`src/hw/rtl/vclp_pkg.sv`:
```
// Package for the voxel code lookup block: codes, constants and the
// command, status and configuration structs shared by its modules.
// Depends on nothing.
`default_nettype none
package vclp_pkg;

	localparam logic [15:0] NO_DATA_CODE = 16'hD8F1; // -9999
	localparam logic [31:0] NO_DATA_32   = 32'hFFFF_D8F1;

	localparam logic [1:0] STATUS_FOUND   = 2'd0;
	localparam logic [1:0] STATUS_NO_ELEV = 2'd1;
	localparam logic [1:0] STATUS_OUTSIDE = 2'd2;

	localparam logic OP_LOAD  = 1'b0;
	localparam logic OP_QUERY = 1'b1;

	localparam logic [2:0] REG_X_ORIGIN    = 3'd0;
	localparam logic [2:0] REG_Y_ORIGIN    = 3'd1;
	localparam logic [2:0] REG_Z_ORIGIN    = 3'd2;
	localparam logic [2:0] REG_CELL_SIZE   = 3'd3;
	localparam logic [2:0] REG_LAYER_THICK = 3'd4;
	localparam logic [2:0] REG_ROW_COUNT   = 3'd5;
	localparam logic [2:0] REG_COL_COUNT   = 3'd6;
	localparam logic [2:0] REG_LAYER_COUNT = 3'd7;

	// magnitudes are 33 bits, one quotient bit per step
	localparam int DIV_BITS = 33;
	localparam logic [5:0] DIV_LAST = 6'(DIV_BITS - 1);

	typedef struct packed {
		logic signed [31:0] x_origin;
		logic signed [31:0] y_origin;
		logic signed [31:0] z_origin;
		logic [19:0]        cell_size;
		logic [19:0]        layer_thickness;
		logic [6:0]         row_count;
		logic [6:0]         col_count;
		logic [5:0]         layer_count;
	} cfg_t;

	typedef struct packed {
		logic clear_wr;
		logic load_wr;
		logic capture;
		logic div_load;
		logic div_step;
		logic lookup;
	} cmd_t;

	typedef struct packed {
		logic clear_last;
	} stat_t;

endpackage
`default_nettype wire

```
`src/hw/rtl/vclp_ctrl.sv`:
```
// Controller: clearing pass, request accept, divide sequencing, lookup
// and result strobe. Depends on vclp_pkg.
`default_nettype none
module vclp_ctrl (
	input  wire logic           clk,
	input  wire logic           arst_n,
	input  wire logic           start,
	input  wire logic           opcode,
	input  wire logic           elevation_present,
	input  wire vclp_pkg::stat_t stat,
	output logic                busy,
	output logic                result_valid,
	output vclp_pkg::cmd_t      cmd
);
	import vclp_pkg::*;

	localparam logic [2:0] ST_CLEAR = 3'd0;
	localparam logic [2:0] ST_IDLE  = 3'd1;
	localparam logic [2:0] ST_PREP  = 3'd2;
	localparam logic [2:0] ST_DIV   = 3'd3;
	localparam logic [2:0] ST_LOOK  = 3'd4;
	localparam logic [2:0] ST_OUT   = 3'd5;

	logic [2:0] state_q, state_d;
	logic [5:0] cnt_q;
	logic       accept;

	assign busy         = state_q != ST_IDLE;
	assign accept       = start & ~busy;
	assign result_valid = state_q == ST_OUT;

	// next state and commands
	always_comb begin
		state_d = state_q;
		cmd     = '0;
		case (state_q)
			ST_CLEAR: begin
				cmd.clear_wr = 1'b1;
				if (stat.clear_last) state_d = ST_IDLE;
			end
			ST_IDLE: begin
				if (accept) begin
					if (opcode == OP_LOAD) begin
						cmd.load_wr = 1'b1;
					end else begin
						cmd.capture = 1'b1;
						state_d = elevation_present ? ST_PREP : ST_OUT;
					end
				end
			end
			ST_PREP: begin
				cmd.div_load = 1'b1;
				state_d = ST_DIV;
			end
			ST_DIV: begin
				cmd.div_step = 1'b1;
				if (cnt_q == DIV_LAST) state_d = ST_LOOK;
			end
			ST_LOOK: begin
				cmd.lookup = 1'b1;
				state_d = ST_OUT;
			end
			ST_OUT:  state_d = ST_IDLE;
			default: state_d = ST_IDLE;
		endcase
	end

	// state and step counter
	always_ff @(posedge clk or negedge arst_n) begin
		if (!arst_n) begin
			state_q <= ST_CLEAR;
			cnt_q   <= '0;
		end else begin
			state_q <= state_d;
			if (state_q == ST_DIV) cnt_q <= cnt_q + 6'd1;
			else cnt_q <= '0;
		end
	end

endmodule
`default_nettype wire

```
`config.mk`:
```
export PLATFORM = sky130hd
export DESIGN_NAME = vclp_ctrl
export DESIGN_NICKNAME = d
export VERILOG_FILES = /design/src/hw/rtl/vclp_pkg.sv /design/src/hw/rtl/vclp_ctrl.sv
export SDC_FILE = /design/constraint.sdc
export NUM_CORES = 1
export LEC_CHECK = 0
export ABC_AREA = 1
export ABC_CLOCK_PERIOD_IN_PS = 1400
export BUFFER_PORTS_ARGS = -buffer_cell sky130_fd_sc_hd__buf_2
export CAP_MARGIN = 20
export CORE_UTILIZATION = 25
export CTS_CLUSTER_SIZE = 8
export DETAILED_ROUTE_END_ITERATION = 10
export GPL_TIMING_DRIVEN = 0
export RECOVER_POWER = 50
export SLEW_MARGIN = 15
export SYNTH_ARGS = -nofsm -noshare
export SYNTH_HDL_FRONTEND = slang
export SYNTH_SLANG_ARGS = --single-unit
```
`constraint.sdc`:
```
create_clock -name clk -period 1.4 [get_ports clk]
set_input_delay 0.14 -clock clk [delete_from_list [all_inputs] [get_ports clk]]
set_output_delay 0.14 -clock clk [all_outputs]
set_load 0.01 [all_outputs]
```
After elaboration in Yosys (flattened, before gate mapping)
Cells that the tools add are included.
{"block": "totals", "regBits": 9, "input_bits": 6}
{"block": "op_classes", "mux": 15, "eq_ne": 11, "n_reduce_logical": 2, "bitwise_logic": 2, "n_addsub": 1}
{"cell": "$mux W3", "n": 5}
{"cell": "$pmux W3 S5", "n": 1}
{"cell": "$ne A2 B2 Y1 const B", "n": 4}
{"cell": "$add A6 B1 Y6 const B", "n": 1}
{"cell": "$eq A3 B2 Y1 const B", "n": 2}
{"cell": "$eq A3 B3 Y1 const B", "n": 2}
{"cell": "$eq A6 B6 Y1 const B", "n": 1}
{"cell": "$mux W1", "n": 6}
{"cell": "$mux W6", "n": 1}
{"cell": "$mux W2", "n": 2}
{"cell": "$reduce_and A4 Y1", "n": 1}
{"cell": "$eq A3 B1 Y1 const B", "n": 1}
{"cell": "$logic_not A3 Y1", "n": 1}
{"cell": "$ne A3 B1 Y1 const B", "n": 1}
{"cell": "$and A1 B1 Y1", "n": 1}
{"cell": "$not A1 Y1", "n": 1}

Depth between registers and ports, before layout
Gate-level depths: netlist of the first run.
{"block": "depth", "ltp_word": 5, "mapped_depth": 8, "mapped_depth_nobuf": 8}

Worst setup path before layout of the first run
No wires, ideal clock.
{"block": "synth_path", "path_type": "register to register", "from": "register state_q[0]", "to": "register state_q[1]", "t_required_ns": 1.282, "slack_ns": 0.271, "path_stages_with_launch": 7, "period_less_slack_ns": 1.129, "arrival_ns": 1.011, "setup_time_ns": 0.118, "cell_sequence": "dfrtp_1 > inv_1 > nand2_2 > nor2_1 > nand2_1 > nand4_1 > nand2_1"}
{"block": "synth_via", "elab_chain_len": 5}
{"element": "from (decl)", "line_no": "vclp_ctrl.sv:24", "source": "logic [2:0] state_q, state_d;"}
{"element": "from (signal assigned)", "line_no": "vclp_ctrl.sv:74", "source": "state_q <= state_d;"}
{"element": "$ne A3 B1 Y1", "line_no": "vclp_ctrl.sv:28", "source": "assign busy = state_q != ST_IDLE;"}
{"element": "$not A1 Y1", "line_no": "vclp_ctrl.sv:29", "source": "assign accept = start & ~busy;"}
{"element": "$and A1 B1 Y1", "line_no": "vclp_ctrl.sv:29"}
{"element": "$ne A2 B2 Y1 (no source line)"}
{"element": "$reduce_and A4 Y1 (no source line)"}
Several ways; a longest one is shown, not always the timed one.
A chain may end at the register's enable or synchronous reset.

==> results.toml, run 1 <==
[status]
status = "finished, final reports clean"

[clock_network]
numCtsBuffers = 3
clock_sinks = 9
htreeDepth = 1
cts-root-to-sink-buffers = 2
clkTransAtPathRegs_ps = 60
cts_tree = "built"
root_buffer = "clkbuf_4"
clk_latency_ps = 260

[route]
routedWlPerCell_um = 8.450
drt_iter0_drc = 22
drc = 0
first_pass_iters = 4
vias = 502
ant_nets = 0
via_per_inst = 4.183
routed_wirelength_mm = 1.014

[pwr]
p_per_area_nw_per_um2 = 1634
p_leak_nw = 0.3872
ir_drop_v = 0.0007653

[sta]
grt_setup_unrepaired = "yes"
hold_viol = 0
worstMarginPinSlew_ps = 501.5
maxSlewViolCount = 0
fin_crit_ps = 1310
slew_headroom_pct = 66.57
fmaxAchievable_ghz = 0.7636
finalSetupViolCount = 0
fin_skew_ps = 3.014
finalWorstSetupSlack_ps = 90.42
finalCritPeriodShare_pct = 93.54
finalSetupTns_ps = 0

[final_layout]
area.growth.synth_to_final_pct = 30.81
drive_gt1_share_pct = 27.96
antenna_cells = 0
fillers = 220
layout.nets = 102

[logic_synthesis]
netlist_instances = 73
synth_area_leaders = "dfrtp_1 (43%), inv_1 (11%), nand2_1 (7.8%)"
synth.net_count = 81
ys_seq_area_share_pct = 42.65
syn-mean-instance-area_um2 = 7.233
synth_top_cell_by_area = "dfrtp_1"
synth_cell_type_count = 15
synth-seq-cells = 9
netlist_area_um2 = 528.0
yosysWarnings = 0
synth_top_area_share_pct = 42.65

[placement]
io_buffers = 13
dpl_worst_slack_ps = 234.6
place_congestion = 0.7001
dp_hpwl_um = 794.8

[grt]
grt_overflow_total = 0
antenna_found_initial = 0
grt_pass1_vias = 329
grt_first_pass_wirelength_mm = 1.435
grt_max_degree = 10
grtUsageTotal_pct = 9.667

[worst_setup_path]
critPathMaxFanout = 3
required_ps = 1260
crit_start = "state_q[2]"
critical_path_class = "reg2out"
r2r_start = "cnt_q[0]"
endpoint_kind = "output pin"
start_kind = "flip-flop"
worstPathArrival_ps = 1170

[floorplanning]
core.rowCount = 16
die_h_um = 47.96
core-area_um2 = 1982
design.die.area_um2 = 2300
ioPinCount = 14
start_util_pct = 26.64
fp.dieW_um = 47.96

[hold_path]
hold_path_class = "in2reg"
hold_start = "stat"

[run]
cap_violations = 0
==> stage by stage <==
stage	hold WS (ps)	std cells	instance area [µm²]	total power, W	utilization (%)
after floorplan	-155.6	73	528.0	0.0007228	-
after global placement	1.229	113	626.9	0.0008573	31.63
after detailed placement	5.962	113	626.9	0.0008702	31.63
after CTS	211.1	118	670.6	0.001103	33.84
after global routing	258.8	120	690.7	0.001249	34.85
final	229.2	120	690.7	0.001129	34.85
==> cells in the mapped netlist <==
cell type,count
nand4_1,1
inv_2,2
nor2_1,11
nand2_2,2
a21oi_1,5
nor3_1,1
inv_1,16
nand2_4,1
o21ai_0,4
dfrtp_1,9
nand2_1,11
a31oi_1,1
nand3_1,6
nor2_4,1
ha_1,2
==> worst paths after layout <==
| kind | cells past startpoint | end | slack [ps] |
|---|---|---|---|
| setup reg to reg | 8 | state_q[2] | 240 |
| max in group asynchronous | 2 | state_q[1] | 670 |
| hold reg to reg | 1 | cnt_q[0] | 480 |
| setup / recovery | 6 | cmd[4] | 90 |
| hold / removal | 5 | state_q[0] | 230 |
| min in group asynchronous | 2 | cnt_q[3] | 360 |
==> metal layers <==
layer | vias up | part of all wire (%) | global-route usage [%]
met5 | - | 0 | 0
met4 | 0 | 0.99 | 1.667
met3 | 2 | 6.7 | 6.792
met2 | 11 | 46 | 11.62
met1 | 221 | 46 | 13.93
li1 | 268 | - | -
==> cell families (layout without fill, tap and decap cells) <==
family / count (synthesis) / after routing / synth area share [%]
and+or+nand+nor: 34 / 34 / 30.09
buffers and inverters: 18 / 38 / 12.80
adders and majority gates: 2 / 2 / 4.739
AOI/OAI and AO/OA: 10 / 10 / 9.716
DFF: 9 / 9 / 42.65
==> cell type report <==
class	instances	area (µm²)	area share, %
clock buffers	4	26.28	3.804
multi-input cells	46	245.2	35.51
inverters	18	70.07	10.14
well taps	27	33.78	4.891
flip-flops and latches	9	226.5	32.79
repair buffers	16	88.84	12.86
==> flip-flops by register name, summed over array words and instances, names as in the netlist <==
name	count
cnt_q	6
state_q	3
==> repair_timing <==
item                                   CTS  global route
endpoints found under the hold margin    9             0
setup endpoints to repair                2             5
gates resized for setup                  2             3
setup buffers                            0             2
hold buffers                             1             0
==> power breakdown <==
part	internal (W)	leakage [nW]	total [W]	switching (W)
Combinational	0.000221	0.254	0.000555	0.000334
Clock	0.000110	0.0150	0.000196	0.0000865
Sequential	0.000314	0.118	0.000378	0.0000635
==> cells in the final DEF, fill, tap and decap left out <==
cell	n
inv_1	16
buf_2	12
nand2_1	11
nor2_1	9
dfrtp_1	8
nand3_1	6
a21oi_1	5
o21ai_0	4
clkbuf_4	3
nor2_4	2
nand2_2	2
ha_1	2
clkbuf_1	2
buf_4	2
inv_2	1
nand2_4	1
inv_4	1
nor2_2	1
nor3_1	1
nand4_1	1
a31oi_1	1
dlygate4sd3_1	1
dfrtp_2	1
==> worst max-delay path, stage by stage, from the launching register on <==
cell and delay (ps):
dfrtp_1 400, inv_2 80, nand2_4 70, nor2_4 100, nand2_1 60, nor2_1 80
buf_2 130
Note: power is estimated with default switching activity, not from simulation.
==> run 2: changes to the inputs <==
--- a/config.mk
+++ b/config.mk
@@ -9,7 +9,7 @@
 export ABC_CLOCK_PERIOD_IN_PS = 1400
 export BUFFER_PORTS_ARGS = -buffer_cell sky130_fd_sc_hd__buf_2
 export CAP_MARGIN = 20
-export CORE_UTILIZATION = 25
+export CORE_UTILIZATION = 40
 export CTS_CLUSTER_SIZE = 8
 export DETAILED_ROUTE_END_ITERATION = 10
 export GPL_TIMING_DRIVEN = 0
==> run 2 against run 1 <==
Against the previous run: sequential power shrank 2%; combinational power shrank 4.9%; clock-buffer cell count is the same; non-clock buffer count shrank 1; sequential share of layout area grew 1.4 points; power shrank 2.2%; critical path depth is the same; worst setup slack lost 19 ps; final area shrank 4.2%; cell count shrank 12%; via count shrank 4.6%; global-route usage grew 7.9 points.
==> results.toml, run 2 (synthesis gave the netlist of run 1 again) <==
[final_layout]
final_cell_mix = "inv_1 (16), buf_2 (12), nand2_1 (11)"
layout_commonest_cell = "inv_1"
largest_reg_flops = 6
fin_util_pct = 56.52
regMostFlops = "cnt_q"
area.growth.synth_to_final_pct = 25.36
reg_top3 = "cnt_q x6, state_q x3"
stdcell_area_um2 = 661.9
fillers = 130
stdcell_count = 106
drive_gt1_share_pct = 26.09
layout.nets = 101
antenna_cells = 0

[clock_network]
clock_sinks = 9
clkTransAtPathRegs_ps = 60
clk_latency_ps = 270
numCtsBuffers = 3
cts_tree = "built"
htreeDepth = 1
root_buffer = "clkbuf_4"
cts-root-to-sink-buffers = 2

[sta]
fin_skew_ps = 2.219
grt_setup_unrepaired = "yes"
maxSlewViolCount = 0
fin_crit_ps = 1329
finalSetupTns_ps = 0
finalSetupViolCount = 0
worstMarginPinSlew_ps = 505.7
finalCritPeriodShare_pct = 94.90
hold_viol = 0
slew_headroom_pct = 66.29
fmaxAchievable_ghz = 0.7526

[floorplanning]
core.rowCount = 12
start_util_pct = 45.09
ioPinCount = 14
design.die.area_um2 = 1469
fp.dieW_um = 38.33
core-area_um2 = 1171
die_h_um = 38.33

[pwr]
p_clk_share_pct = 18.7
ir_drop_v = 0.0009420
p_leak_nw = 0.3825
comb_power_share_pct = 47.8
seqPwrFrac_pct = 33.5
p_sw_share_pct = 43.04
p_int_w = 0.0006287
p_per_area_nw_per_um2 = 1668
power_w = 0.001104
p_switching_w = 0.0004751

[route]
drt_iter0_drc = 15
via_per_inst = 4.519
first_pass_iters = 4
routed_wirelength_um = 969
ant_nets = 0
routedWlPerCell_um = 9.142
vias = 479
drc = 0

[worst_setup_path]
critical_path_class = "reg2out"
r2r_start = "cnt_q[0]"
worstPathArrival_ps = 1190
required_ps = 1260
path_delay_family = "flip-flops"
rr_endpoint = "state_q[2]"
rrSetupSlack_ps = 270
cpPeakStageDelay_ps = 400
critPathMaxFanout = 3
critPathBufInv = 3
r2r_cells = 8
start_kind = "flip-flop"
cp_slowest_cell = "dfrtp_1"
path_cells = "inv_2 > nand2_4 > nor2_4 > inv_1 > nor2_1 > buf_2"
endpoint_kind = "output pin"

[grt]
antenna_found_initial = 0
grt_first_pass_wirelength_mm = 1.656
grt_pass1_vias = 398
top_usage_layer = "met2"
grtUsageMet2_pct = 23.73
grtUsageTotal_pct = 17.60
grt_max_degree = 10
met3_usage_pct = 10.47
use_met1_pct = 22.14
grt_overflow_total = 0

[placement]
dp_hpwl_um = 745.5
io_buffers = 13
place_inst = 100
placed_cell_area_um2 = 610.6
place_congestion = 0.7197

[status]
status = "finished, final reports clean"

[run]
cap_violations = 0

[hold_path]
hold_path_class = "in2reg"
hold_path_end = "state_q[0]"
whs_path_depth = 5
hold_start = "stat"
run 2: worst min-delay path: stages:
cell and delay [ps]:
buf_2 90, inv_1 40, nand2_1 70, inv_1 60, a31oi_1 30
run 2: how the worst max path moves through the flow:
stage | start | to | slack [ps] | cells past startpoint
2_1_floorplan | state_q[0] | state_q[1] | 270 | 6
3_5_place_dp | state_q[2] | cmd[3] | 240 | 6
4_1_cts | state_q[2] | cmd[3] | 1 | 6
3_3_place_gp | state_q[2] | cmd[3] | 250 | 6
5_1_grt | state_q[2] | cmd[4] | -30 | 6
6_report | state_q[2] | cmd[3] | 70 | 6
run 2: metal layers:
| layer | wire length, µm | vias to the layer above |
|---|---|---|
| li1 | - | 262 |
| met1 | 506 | 201 |
| met2 | 391 | 12 |
| met3 | 54 | 4 |
| met4 | 17 | 0 |
| met5 | 0 | - |
run 2: metrics by stage:
stage	setup WS (ps)	hold WS, ps
3_5_place_dp	236.2	5.223
5_1_grt	-31.57	253.2
4_1_cts	1.252	198.2
2_1_floorplan	270.5	-155.6
3_3_place_gp	250.9	3.884
6_report	71.34	198.9
run 2: final cells by class:
type / count / area, µm² / share of cell area, %
Multi-Input combinational cell: 46 / 242.7 / 36.67
Sequential cell: 9 / 226.5 / 34.22
Timing Repair Buffer: 15 / 81.33 / 12.29
Inverter: 18 / 67.56 / 10.21
Clock buffer: 4 / 26.28 / 3.970
Tap cell: 14 / 17.52 / 2.647
run 2: what timing repair did:
item                                    CTS  global route
hold buffers                              1             0
endpoints found under the hold margin     9             0
buffers inserted                          0             1
gates resized for setup                   1             2
endpoints found under the setup margin    2             4
pin swaps                                 0             0
run 2: power groups by stage:
stage | logic [W] | registers [W] | clock network [W]
after floorplan | 0.000361 | 0.000362 | 0
after global placement | 0.000492 | 0.000370 | 0
after detailed placement | 0.000499 | 0.000370 | 0
after CTS | 0.000509 | 0.000367 | 0.000209
after global routing | 0.000605 | 0.000379 | 0.000229
final | 0.000528 | 0.000370 | 0.000206
